## src/rtl/bpc_pkg.sv

```systemverilog
package bpc_pkg;

   localparam int unsigned TIME_W = 32;
   localparam int unsigned LEN_W  = 16;
   localparam int unsigned KIND_W = 2;
   localparam int unsigned IDX_W  = 2;

   localparam logic [KIND_W-1:0] KIND_SHORT        = 2'd0;
   localparam logic [KIND_W-1:0] KIND_LONG_RELEASE = 2'd1;
   localparam logic [KIND_W-1:0] KIND_LONG_HOLD    = 2'd2;

   localparam logic [IDX_W-1:0] REG_DEBOUNCE     = 2'd0;
   localparam logic [IDX_W-1:0] REG_SHORT_MIN    = 2'd1;
   localparam logic [IDX_W-1:0] REG_GRACE        = 2'd2;
   localparam logic [IDX_W-1:0] REG_ACTIVE_LEVEL = 2'd3;

   localparam logic [LEN_W-1:0] DEBOUNCE_RST  = 16'd30;
   localparam logic [LEN_W-1:0] SHORT_MIN_RST = 16'd50;
   localparam logic [LEN_W-1:0] GRACE_RST     = 16'd1500;
   localparam logic [LEN_W-1:0] LEN_SAT       = 16'hFFFF;

   typedef struct packed {
      logic [LEN_W-1:0] debounce_ms;
      logic [LEN_W-1:0] short_min_ms;
      logic [LEN_W-1:0] grace_ms;
      logic             active_level;
   } cfg_type;

   typedef struct packed {
      logic [TIME_W-1:0] last_edge_ms;
      logic              press_active;
      logic [TIME_W-1:0] press_start_ms;
      logic              long_sent;
      logic [LEN_W-1:0]  last_press_len;
   } state_type;

   typedef struct packed {
      logic [TIME_W-1:0] now_ms;
      logic              edge_pending;
      logic              edge_level;
      logic [TIME_W-1:0] edge_time_ms;
   } item_type;

   typedef struct packed {
      logic              valid;
      logic [KIND_W-1:0] event_kind;
      logic [TIME_W-1:0] event_time_ms;
      logic [LEN_W-1:0]  press_length_ms;
      logic [LEN_W-1:0]  last_press_ms;
   } result_type;

   function automatic logic [LEN_W-1:0] sat_len(input logic [TIME_W-1:0] v);
      logic [LEN_W-1:0] r;
      r = (|v[TIME_W-1:LEN_W]) ? LEN_SAT : v[LEN_W-1:0];
      return r;
   endfunction

endpackage

```

## src/rtl/bpc_step.sv

```systemverilog
module bpc_step (
   input  bpc_pkg::cfg_type    cfg,
   input  bpc_pkg::state_type  cur,
   input  bpc_pkg::item_type   item,
   output bpc_pkg::state_type  nxt,
   output bpc_pkg::result_type res
);
   import bpc_pkg::*;

   logic [TIME_W-1:0] edge_gap;
   logic [TIME_W-1:0] press_dur;
   logic [LEN_W-1:0]  press_len;
   logic [TIME_W-1:0] held;
   logic              edge_ok;
   state_type         mid;
   result_type        rel;

   assign edge_gap  = item.edge_time_ms - cur.last_edge_ms;
   assign edge_ok   = item.edge_pending && (edge_gap >= {{(TIME_W-LEN_W){1'b0}}, cfg.debounce_ms});
   assign press_dur = item.edge_time_ms - cur.press_start_ms;
   assign press_len = sat_len(press_dur);

   // edge handling first; a release clears the press before the hold check
   always_comb begin
      mid = cur;
      rel = '0;
      rel.event_time_ms   = item.edge_time_ms;
      rel.press_length_ms = press_len;
      if (edge_ok) begin
         mid.last_edge_ms = item.edge_time_ms;
         if (item.edge_level == cfg.active_level) begin
            mid.press_active   = 1'b1;
            mid.press_start_ms = item.edge_time_ms;
            mid.long_sent      = 1'b0;
         end else begin
            if (cur.press_active) begin
               mid.last_press_len = press_len;
               if (!cur.long_sent) begin
                  if (press_len >= cfg.grace_ms) begin
                     rel.valid      = 1'b1;
                     rel.event_kind = KIND_LONG_RELEASE;
                  end else if (press_len >= cfg.short_min_ms) begin
                     rel.valid      = 1'b1;
                     rel.event_kind = KIND_SHORT;
                  end
               end
            end
            mid.press_active   = 1'b0;
            mid.press_start_ms = '0;
            mid.long_sent      = 1'b0;
         end
      end
   end

   assign held = item.now_ms - mid.press_start_ms;

   always_comb begin
      nxt = mid;
      res = rel;
      if (mid.press_active && !mid.long_sent
          && held >= {{(TIME_W-LEN_W){1'b0}}, cfg.grace_ms}) begin
         nxt.long_sent       = 1'b1;
         res.valid           = 1'b1;
         res.event_kind      = KIND_LONG_HOLD;
         res.event_time_ms   = item.now_ms;
         res.press_length_ms = sat_len(held);
      end
      res.last_press_ms = mid.last_press_len;
   end

endmodule

```

## src/rtl/button_press_classifier.sv

```systemverilog
// channel | dir | handshake              | payload
// req     | in  | req_valid / req_stall  | now_ms, edge_pending, edge_level, edge_time_ms
// rsp     | out | rsp_valid / rsp_stall  | event_kind, event_time_ms, press_length_ms,
//         |     |                        | last_press_ms
// csr     | in  | csr_valid / csr_ready  | csr_index, csr_data
//
// One poll per cycle while the result is not stalled. A poll is held in the input register, then the press
// state and the result register update together; zero or one event per poll.
// rsp_valid rises when an evaluated poll with an event loads the result register.
// Synchronous reset loads the default thresholds and clears all press state.
// A stalled result holds the evaluation; the input register still takes one poll.
module button_press_classifier (
   input  logic                           clock,
   input  logic                           reset,
   input  logic                           req_valid,
   output logic                           req_stall,
   input  logic [bpc_pkg::TIME_W-1:0]     req_now_ms,
   input  logic                           req_edge_pending,
   input  logic                           req_edge_level,
   input  logic [bpc_pkg::TIME_W-1:0]     req_edge_time_ms,
   output logic                           rsp_valid,
   input  logic                           rsp_stall,
   output logic [bpc_pkg::KIND_W-1:0]     rsp_event_kind,
   output logic [bpc_pkg::TIME_W-1:0]     rsp_event_time_ms,
   output logic [bpc_pkg::LEN_W-1:0]      rsp_press_length_ms,
   output logic [bpc_pkg::LEN_W-1:0]      rsp_last_press_ms,
   input  logic                           csr_valid,
   output logic                           csr_ready,
   input  logic [bpc_pkg::IDX_W-1:0]      csr_index,
   input  logic [bpc_pkg::LEN_W-1:0]      csr_data
);
   import bpc_pkg::*;

   cfg_type    cfg_ff, cfg_in;
   state_type  st_ff, st_nxt;
   item_type   item_ff;
   result_type res;
   logic       in_valid_ff, in_valid_in;
   logic       out_valid_ff, out_valid_in;
   logic [KIND_W-1:0] kind_ff;
   logic [TIME_W-1:0] etime_ff;
   logic [LEN_W-1:0]  plen_ff;
   logic [LEN_W-1:0]  lastp_ff;
   logic       req_xfer;
   logic       process;

   assign process   = in_valid_ff && (!out_valid_ff || !rsp_stall);
   assign req_stall = in_valid_ff && !process;
   assign req_xfer  = req_valid && !req_stall;
   // thresholds move only with no poll and no event in flight
   assign csr_ready = !in_valid_ff && !out_valid_ff;

   bpc_step u_step (
      .cfg  (cfg_ff),
      .cur  (st_ff),
      .item (item_ff),
      .nxt  (st_nxt),
      .res  (res)
   );

   always_comb begin
      cfg_in = cfg_ff;
      if (csr_valid && csr_ready) begin
         case (csr_index)
            REG_DEBOUNCE:     cfg_in.debounce_ms  = csr_data;
            REG_SHORT_MIN:    cfg_in.short_min_ms = csr_data;
            REG_GRACE:        cfg_in.grace_ms     = csr_data;
            REG_ACTIVE_LEVEL: cfg_in.active_level = csr_data[0];
            default:          cfg_in = cfg_ff;
         endcase
      end
   end

   always_comb begin
      in_valid_in = in_valid_ff;
      if (req_xfer) begin
         in_valid_in = 1'b1;
      end else if (process) begin
         in_valid_in = 1'b0;
      end
   end

   always_comb begin
      out_valid_in = out_valid_ff;
      if (process) begin
         out_valid_in = res.valid;
      end else if (!rsp_stall) begin
         out_valid_in = 1'b0;
      end
   end

   always_ff @(posedge clock) begin
      if (reset) begin
         cfg_ff.debounce_ms  <= DEBOUNCE_RST;
         cfg_ff.short_min_ms <= SHORT_MIN_RST;
         cfg_ff.grace_ms     <= GRACE_RST;
         cfg_ff.active_level <= 1'b0;
         st_ff               <= '0;
         in_valid_ff         <= 1'b0;
         out_valid_ff        <= 1'b0;
      end else begin
         cfg_ff       <= cfg_in;
         in_valid_ff  <= in_valid_in;
         out_valid_ff <= out_valid_in;
         if (process) begin
            st_ff <= st_nxt;
         end
      end
   end

   always_ff @(posedge clock) begin
      if (req_xfer) begin
         item_ff.now_ms       <= req_now_ms;
         item_ff.edge_pending <= req_edge_pending;
         item_ff.edge_level   <= req_edge_level;
         item_ff.edge_time_ms <= req_edge_time_ms;
      end
      if (process && res.valid) begin
         kind_ff  <= res.event_kind;
         etime_ff <= res.event_time_ms;
         plen_ff  <= res.press_length_ms;
         lastp_ff <= res.last_press_ms;
      end
   end

   assign rsp_valid           = out_valid_ff;
   assign rsp_event_kind      = kind_ff;
   assign rsp_event_time_ms   = etime_ff;
   assign rsp_press_length_ms = plen_ff;
   assign rsp_last_press_ms   = lastp_ff;

`ifndef SYNTHESIS
   // an idle press carries no start time and no pending long flag
   a_idle_clean: assert property (@(posedge clock) disable iff (reset)
      !st_ff.press_active |-> (st_ff.press_start_ms == '0) && !st_ff.long_sent)
      else $error("idle press state not cleared");

   // a hold event marks the press as reported
   a_hold_marks: assert property (@(posedge clock) disable iff (reset)
      process && res.valid && (res.event_kind == KIND_LONG_HOLD) |=> st_ff.long_sent)
      else $error("hold event did not set long flag");

   // a short event always lies below the long threshold
   a_short_range: assert property (@(posedge clock) disable iff (reset)
      rsp_valid && (rsp_event_kind == KIND_SHORT)
      |-> (rsp_press_length_ms < cfg_ff.grace_ms)
          && (rsp_press_length_ms >= cfg_ff.short_min_ms))
      else $error("short event outside short range");

   // state only moves when a poll is evaluated
   a_state_hold: assert property (@(posedge clock) disable iff (reset)
      !process |=> $stable(st_ff))
      else $error("press state changed without a poll");
`endif

endmodule

```

## config.mk

```make
export PLATFORM = sky130hd
export DESIGN_NAME = button_press_classifier
export DESIGN_NICKNAME = d
export VERILOG_FILES = /design/src/rtl/bpc_pkg.sv /design/src/rtl/bpc_step.sv /design/src/rtl/button_press_classifier.sv
export SDC_FILE = /design/constraint.sdc
export NUM_CORES = 1
export LEC_CHECK = 0
export BUFFER_PORTS_ARGS = -buffer_cell sky130_fd_sc_hd__buf_4
export CORE_MARGIN = 5
export CORE_UTILIZATION = 45
export CTS_BUF_LIST = sky130_fd_sc_hd__clkbuf_16
export DETAILED_ROUTE_END_ITERATION = 10
export PLACE_DENSITY = 0.62
export SLEW_MARGIN = 30
export SYNTH_ARGS = -nofsm -noshare
export SYNTH_HDL_FRONTEND = slang
export SYNTH_SLANG_ARGS = --single-unit
export TNS_END_PERCENT = 50
```

## constraint.sdc

```tcl
create_clock -name clock -period 36.2 [get_ports clock]
set_clock_uncertainty 0.05 [all_clocks]
set_input_delay 1.81 -clock clock [delete_from_list [all_inputs] [get_ports clock]]
set_output_delay 1.81 -clock clock [all_outputs]
set_load 0.02 [all_outputs]
```

## Word level (Yosys, flattened, before mapping)

Cells that the tools add are included.

- Reduce and logical (&&, ||, !) cells: 26
- Mux-type cells: 18
- Bitwise gates (word level): 2
- Order comparisons: 4
- Add/sub/neg operators: 3
- Equality and inequality tests: 5

Operator list:

| cell | count |
|---|---|
| 32-bit subtractor | 3 |
| 32-bit by 16-bit greater-or-equal comparator with 1-bit output | 2 |
| 16-bit 2-to-1 mux | 4 |
| 51-bit 2-to-1 mux | 1 |
| 50-bit 2-to-1 mux | 1 |
| 34-bit 2-to-1 mux | 1 |
| 16-bit greater-or-equal comparator | 2 |
| 16-bit OR reduction | 2 |
| 3-bit 2-to-1 mux | 6 |
| 2-bit AND reduction | 5 |
| 1-bit logical AND | 9 |
| 1-bit logical NOT | 6 |
| 1-bit 2-to-1 mux | 5 |
| 5-bit OR reduction | 1 |
| 2-bit == test, second input constant | 2 |
| 2-bit by 1-bit == test with 1-bit output, second input constant | 1 |
| 2-bit logical NOT | 1 |
| 2-bit by 1-bit != test with 1-bit output, second input constant | 1 |
| 1-bit inverter | 2 |
| 2-bit nonzero test | 1 |
| 1-bit == test | 1 |
| 1-bit logical OR | 1 |

- Output and inout bits: 69
- Flip-flop bits (word level): 265
- Input bits: 89
- Word-level logic and storage cells: 78

## Longest topological paths before layout

Gate-level depths: netlist of the first run.

- Depth after elaboration: 12
- Gate-level depth with buffers: 46

## By module

From an unflattened synthesis of the first run, not the netlist that was laid out.

- Cell total of the unflattened synthesis: 2100
- Area total of the unflattened synthesis: 18191.2 um^2

Modules (own cells, without submodules):

| module | cells an instance | sequential area each (um^2) | area each (um^2) | times used |
|---|---|---|---|---|
| bpc_step | 1409 | 0.0 | 9342.7 | 1 |
| button_press_classifier | 691 | 6626.4 | 8848.5 | 1 |

## Worst setup path after synthesis of the first run

OpenSTA, ideal clock, no wires.

- Path kind: register to register
- Start: register item_ff[0] (netlist bit)
- End: register kind_ff[0], in the netlist rsp_event_kind[0], enable pin
- Library setup time: 0.512 ns
- Setup slack: 24.577 ns
- Arrival time: 11.061 ns
- Cell stages (with the launch flop): 38
- Period minus slack after synthesis: 11.623 ns
- Path buffers: 4
- Cells stage by stage: edfxtp_1 > inv_1 > ha_1 > fa_1 > nand2b_1 > a21oi_1 > nor2_1 > o21ai_0 > nand3_1 > nand2_1 > xor2_1 > ha_1 > and4_1 > nand3_1 > o22ai_1 > or4b_1 > a221oi_1 > nand4_1 > [2 not listed] > o21ai_2 > clkbuf_1 > clkbuf_1 > a21oi_1 > ha_1 > buf_4 > nand4_1 > or3_1 > or4b_4 > a2111o_1 > a211o_1 > nand3_2 > nand2_1 > a211o_1 > nand3_2 > o21bai_4 > buf_2 > a21oi_1

- Longest elaborated chain between the ends: 12
- Elaborated cells on any way between the ends: 23

Ends and longest elaborated chain:

| what | RTL line | source |
|---|---|---|
| from (decl) | button_press_classifier.sv:36 | `item_type item_ff;` |
| branches (longest 10 deep; another with 32-bit subtractor) | -- |  |
| 51-bit 2-to-1 mux * | bpc_step.sv:60 | `if (mid.press_active && !mid.long_sent` |
| 1-bit logical AND * | button_press_classifier.sv:118 | `if (process && res.valid) begin` |
| to (signal assigned) | button_press_classifier.sv:119 | `kind_ff <= res.event_kind;` |
| to (decl) | button_press_classifier.sv:40 | `logic [KIND_W-1:0] kind_ff;` |

Every way passes the cells marked *.
A chain may end at the register's enable or synchronous reset.

==> results of run 1 <==
[final timing paths]
path / from / endpoint / slack (ps)
worst max-delay path: item_ff[0]$_DFFE_PP_ / rsp_event_time_ms[20]$_DFFE_PP_ / 25270
worst min-delay path: st_ff[80]$_SDFFE_PP0P_ / st_ff[80]$_SDFFE_PP0P_ / 400
worst max register to register: item_ff[0]$_DFFE_PP_ / rsp_event_time_ms[20]$_DFFE_PP_ / 25270
worst min register to register: st_ff[80]$_SDFFE_PP0P_ / st_ff[80]$_SDFFE_PP0P_ / 400
[final cells by class]
type	count	area share
Multi-Input combinational cell	1493	0.487
Sequential cell	265	0.332
Timing Repair Buffer	170	0.0645
Clock buffer	34	0.0426
Tap cell	511	0.0320
Inverter	159	0.0299
Clock inverter	27	0.0128
[worst min-delay path, stage by stage (launching register included)]
cell and delay, ps:
dfxtp_1 300, nand2_1 50, a21oi_1 50
[layer usage]
layer	routed length, µm	global-route usage	share of wire	vias up
met5	0	0	0	-
met4	2580	0.116	0.048	0
met3	2770	0.0298	0.052	106
met2	25800	0.428	0.48	468
met1	22400	0.315	0.42	7066
li1	-	-	-	7390
[layout by cell type, fill, tap and decap left out, drive strengths merged, types with 38 or more instances in the layout]
master	count
inv	170
ha	157
a21oi	247
edfxtp	132
dfxtp	133
mux2	47
o21ai	74
buf	170
nand3	66
nor2	137
nand2	311
a21o	38
[state kept, by name (all words and copies together), names as in the netlist]
signal / cells
rsp_valid: 1
rsp_last_press_ms: 16
rsp_press_length_ms: 16
rsp_event_kind: 2
cfg_ff: 49
rsp_event_time_ms: 32
in_valid_ff: 1
item_ff: 66
st_ff: 82
[cell families after synthesis]
group,after synthesis
AND/OR/NAND/NOR,671
AO/OA/AOI/OAI,549
flip-flops,265
buffers and inverters,250
adder cells (fa/ha/maj),160
XOR/XNOR,58
multiplexers,55
[power breakdown]
part           internal, W  switching, W  total [W]  leakage, nW
sequential        0.000326     0.0000100   0.000336         2.26
combinational    0.0000652      0.000100   0.000166         4.87
clock             0.000202      0.000137   0.000339        0.568
[stage by stage]
stage / util / instances / hold WS, ps / worst slack (ps)
2_1_floorplan: - / 2008 / 386 / 24580
3_3_place_gp: 0.498 / 2596 / 392 / 25840
3_5_place_dp: 0.498 / 2596 / 396 / 25470
6_report: 0.528 / 2659 / 402 / 25270
5_1_grt: 0.528 / 2659 / 414 / 24590
4_1_cts: 0.527 / 2657 / 404 / 25440
==> results by group, run 1 <==
Worst setup path
  • Worst EP arrival: 11160 ps
  • Critical path fanouts, max: 68
  • Critical path's top delay family: simple AND/OR/NAND/NOR gates
  • CP Launch Type: register
  • Cells on worst reg2reg path: 39
  • Crit path buf inv count: 4
  • CP peak stage delay: 560 ps
  • Setup crit end kind: register
  • WP data required: 36440 ps
  • Critical Path Stages: 39
  • Crit Path Category: reg2reg
  • Slowest stage cell on the critical path: buf_4

Synthesis
  • Mux share of post-synthesis cell area: 0.0352
  • Synth Area in Simple Gates: 0.176
  • Fraction of registers with async set/reset: 0
  • Combinational family with the most area after synthesis: compound AO/OA/AOI/OAI gates
  • Net Count, Synth: between 2000 and 2500
  • Top-area cell type share of the netlist area: 0.229
  • Synth Flop Type: dfxtp_1
  • Area contributors post-synth: edfxtp_1 23%, dfxtp_1 15%, ha_1 11%, a21oi_1 7.1%, nand2_1 6.8%
  • Most frequent cell after synthesis: nand2_1
  • Post-synthesis sequential area ratio: 0.383
  • Avg Inst Size Synth: 8.61 µm²
  • Post-synth EDFFs: between 100 and 150
  • Synth cell count leaders: 311 x nand2_1, 244 x a21oi_1, 159 x inv_1, 157 x ha_1, 136 x nor2_1
  • Yosys Warn Count: 0
  • Seq cells post-synth: 265
  • Synth unique cells: 87
  • Post-synthesis compound-gate area fraction: 0.201
  • Synth Instances: roughly 2000
  • Largest area contributor in the netlist: edfxtp_1
  • Synth Area in Adders: 0.117
  • Synth Area in XOR/XNOR: 0.0294
  • Mapped cell area: ~0.017 mm²

Timing
  • Max Fclk: between 90 and 100 MHz
  • Slew Viols, Final: 0
  • Final setup vio count: 0
  • Fin crit period: 10930 ps
  • RSZ-0062 raised after global routing: false
  • Final Cycle Share: 0.302
  • Worst-Margin Slew: 817 ps
  • Setup TNS: 0 ps
  • Final hold violation count: 0
  • Relative slew slack: 0.440

Routing
  • Via Count: 15000
  • Wire per inst: a little over 20 µm
  • DRC: 0
  • Via/cell ratio: 5.65
  • 1st-pass router iterations: 8
  • Antenna-violating nets left: 0
  • Final wirelength: roughly 54000 µm
  • Initial drt markers: 1008

Clocking
  • Total CTS buffers: 34
  • H-tree depth: 2
  • Post-CTS setup buffers: 0
  • Hold_buf cts: 0
  • Root Buffer Master: clkbuf_16
  • Post-CTS sizing: 0
  • Worst-Skew Late Latency: about 560 ps
  • Clk slew on worst S/H paths: 60 ps
  • Clock sink count: 265
  • Max Root-Sink Buffers: 3
  • CTS tree: yes

GRT
  • First-pass GRT wire length: 82700 µm
  • GR Overflow Total: 0
  • Initial antenna violation count: 0
  • GRT Total Usage: 0.250
  • Vias in the first global route: 14700
  • Largest net degree at the start of global routing: 71

Final layout
  • Multi-input gate area: 0.00973 mm²
  • Area Growth Syn to Fin: 15.6%
  • # nets final: 2372
  • ANT cells: 0
  • Filler cell count: 3665
  • Final Cell Area: ~0.02 mm²
  • Storage element area: 0.00663 mm²
  • Share of cells above drive strength 1: 0.127

Floorplan
  • Ports: 158
  • Die span in y: 206 µm
  • Std cell rows: 71
  • Die Wd: 206 µm
  • Initial core utilization: 0.457
  • Die ar.: 0.0424 mm²
  • Area of the core: 0.0378 mm²

Run status
  • Outcome: complete, no violations

Place
  • Detailed placer's ending HPWL: 40400 µm
  • Placement-stage cell area: between 0.015 and 0.02 mm²
  • GPL Wtd Cong: 0.922
  • Port Buffers: 157

Worst hold path
  • Hold Path Depth: 2
  • Type of the tightest min-delay check: reg2reg

Power
  • Peak VDD IR: 0.0000365 V
  • Total power per unit cell area: 42.1 mW/mm²
  • Tot Pwr: 0.000841 W
  • Lkg Pwr: 7.69 nW

Job
  • Max-cap violations: 0
Note: power is estimated with default switching activity, not from simulation.
==> run 2, diff against run 1 <==
- PLACE_DENSITY: 0.62 -> 0.65
- clock period: 36.2 -> 8.8 ns (I/O delays scaled with it)
==> results by group, run 2 (synthesis gave the netlist of run 1 again) <==
Routing
  • Wire per inst: 19.4 µm
  • Antenna-violating nets left: 0
  • Final wirelength: approximately 53000 µm
  • Initial drt markers: approximately 1200
  • 1st-pass router iterations: 6
  • Via/cell ratio: 5.64
  • Via Count: roughly 15000
  • DRC: 0

Final layout
  • Filler cell count: 3495
  • Max reg flops: 82
  • Leading cell type in the layout, fill and taps excluded: nand2_1
  • Share of cells above drive strength 1: 0.163
  • Most frequent cells in the layout: 310 x nand2_1, 239 x a21oi_1, 206 x buf_4
  • Reg with most FFs: st_ff
  • Final Cell Area: 0.0209 mm²
  • # nets final: around 2400
  • Area Growth Syn to Fin: 20.9%
  • Top flop regs: st_ff: 82 flops, item_ff: 66 flops, cfg_ff: 49 flops
  • ANT cells: 0
  • Post-route insts no fill: 2727

Worst setup path
  • Launch point of the worst path: item_ff[6]$_DFFE_PP_
  • FF-to-FF Start: item_ff[6]$_DFFE_PP_
  • Most frequent CP cell: a21oi_1
  • WP data required: 9000 ps
  • Slowest stage cell on the critical path: or4b_4
  • CP Launch Type: register
  • Critical path fanouts, max: 25
  • CP peak stage delay: 500 ps
  • Worst EP arrival: between 9000 and 10000 ps
  • Crit Path Category: reg2reg
  • Setup crit end kind: register

Run status
  • Violated checks: setup timing
  • Outcome: finished, violations left

Power
  • Total power per unit cell area: 165 mW/mm²
  • Lkg Pwr: 8.13 nW
  • Peak VDD IR: 0.000161 V

Floorplan
  • Die ar.: 0.0424 mm²
  • Die span in y: around 210 µm
  • Initial core utilization: 0.457
  • Area of the core: 0.0378 mm²
  • Die Wd: 206 µm
  • Std cell rows: between 70 and 80
  • Ports: about 160

Timing
  • Final Cycle Share: 1.00
  • RSZ-0062 raised after global routing: true
  • Fin crit period: a little under 9000 ps
  • Relative slew slack: 0.393
  • Final hold slack: 20.9 ps
  • Final setup vio count: 25
  • Final worst slack: -24.4 ps
  • Max Fclk: 113 MHz
  • Slew Viols, Final: 0
  • Final hold violation count: 0
  • Worst-Margin Slew: between 900 and 1000 ps

Job
  • Max-cap violations: 0

Place
  • Port Buffers: 157
  • Detailed placer's ending HPWL: between 30000 and 40000 µm
  • Placement-stage cell area: 0.0192 mm²
  • Post-placement cell count: 2629
  • GPL Wtd Cong: 0.976

Clocking
  • Clk slew on worst S/H paths: 60 ps
  • Clock sink count: around 270
  • Worst-Skew Late Latency: 550 ps
  • Total CTS buffers: 34
  • H-tree depth: 2
  • CTS tree: yes
  • Root Buffer Master: clkbuf_16
  • Max Root-Sink Buffers: 3

GRT
  • Largest net degree at the start of global routing: 73
  • First-pass GRT wire length: 80400 µm
  • Vias in the first global route: 14600
  • GR Overflow Total: 0
  • GRT Total Usage: 0.240
  • Initial antenna violation count: 0

Worst hold path
  • Type of the tightest min-delay check: in2reg
  • Hold Startpoint: req_edge_time_ms[8]
==> run 2: cell types whose count changed in the layout (fill, tap and decap cells not counted), moves of 5 or more <==
cell and change:
dlygate4sd3_1 +13, buf_4 +37, clkbuf_16 +5, nor4_1 -6
buf_12 +8
==> run 2: area by class of cell <==
type	count	area, µm²	area share
Timing Repair Buffer	238	2050	0.0980
Sequential cell	265	6630	0.317
Tap cell	511	639	0.0306
Clock inverter	26	198	0.00946
Inverter	159	597	0.0286
Clock buffer	35	876	0.0419
Multi-Input combinational cell	1493	9920	0.474
==> run 2: where the power goes <==
group          leakage (nW)  internal [W]  switching (W)  total (W)
registers              2.26       0.00134      0.0000362    0.00138
clock network         0.545      0.000784       0.000551    0.00134
logic                  5.33      0.000312       0.000432   0.000744
total                  8.13       0.00244        0.00102    0.00346
==> run 2: metrics by stage <==
stage,TNS [ps],util,total power [W],setup WS [ps]
floorplan,-1600,-,0.00188,-24.3
CTS,0,0.540,0.00344,1.85
global route,-53800,0.552,0.00362,-515
global placement,0,0.506,0.00208,98.9
detailed placement,-18930,0.506,0.00209,-203
finish,-480,0.552,0.00346,-24.4
==> run 2: critical path: cells and delay by family, from the launching register on <==
kind,cells,cell delay (ps)
XOR/XNOR,1,130
AND/OR/NAND/NOR,12,2760
flip-flops,1,440
adder cells (fa/ha/maj),3,1100
buffers and inverters,7,1190
AO/OA/AOI/OAI,14,2830
==> run 2: worst paths after layout <==
check        slack, ps  cells after the start                              end
min reg2reg        400                      2           st_ff[80]$_SDFFE_PP0P_
min                 20                      1             item_ff[8]$_DFFE_PP_
max                -20                     37  rsp_last_press_ms[15]$_DFFE_PP_
max reg2reg        -20                     37  rsp_last_press_ms[15]$_DFFE_PP_
==> run 2: timing repair <==
action	CTS	global route
cloned	1	6
setup buffers	1	17
hold buffers	13	0
gates resized for setup	3	44
setup endpoints to repair	110	117
endpoints found under the hold margin	13	0
pin swaps	3	31
==> run 2: routing by layer <==
metal  vias to the layer above  wire length [µm]  global-route usage
li1                       7541                 -                   -
met2                       508             25600               0.407
met5                         -                 0                   0
met1                      7232             22700               0.314
met4                         0              1990              0.0943
met3                       102              2770              0.0282
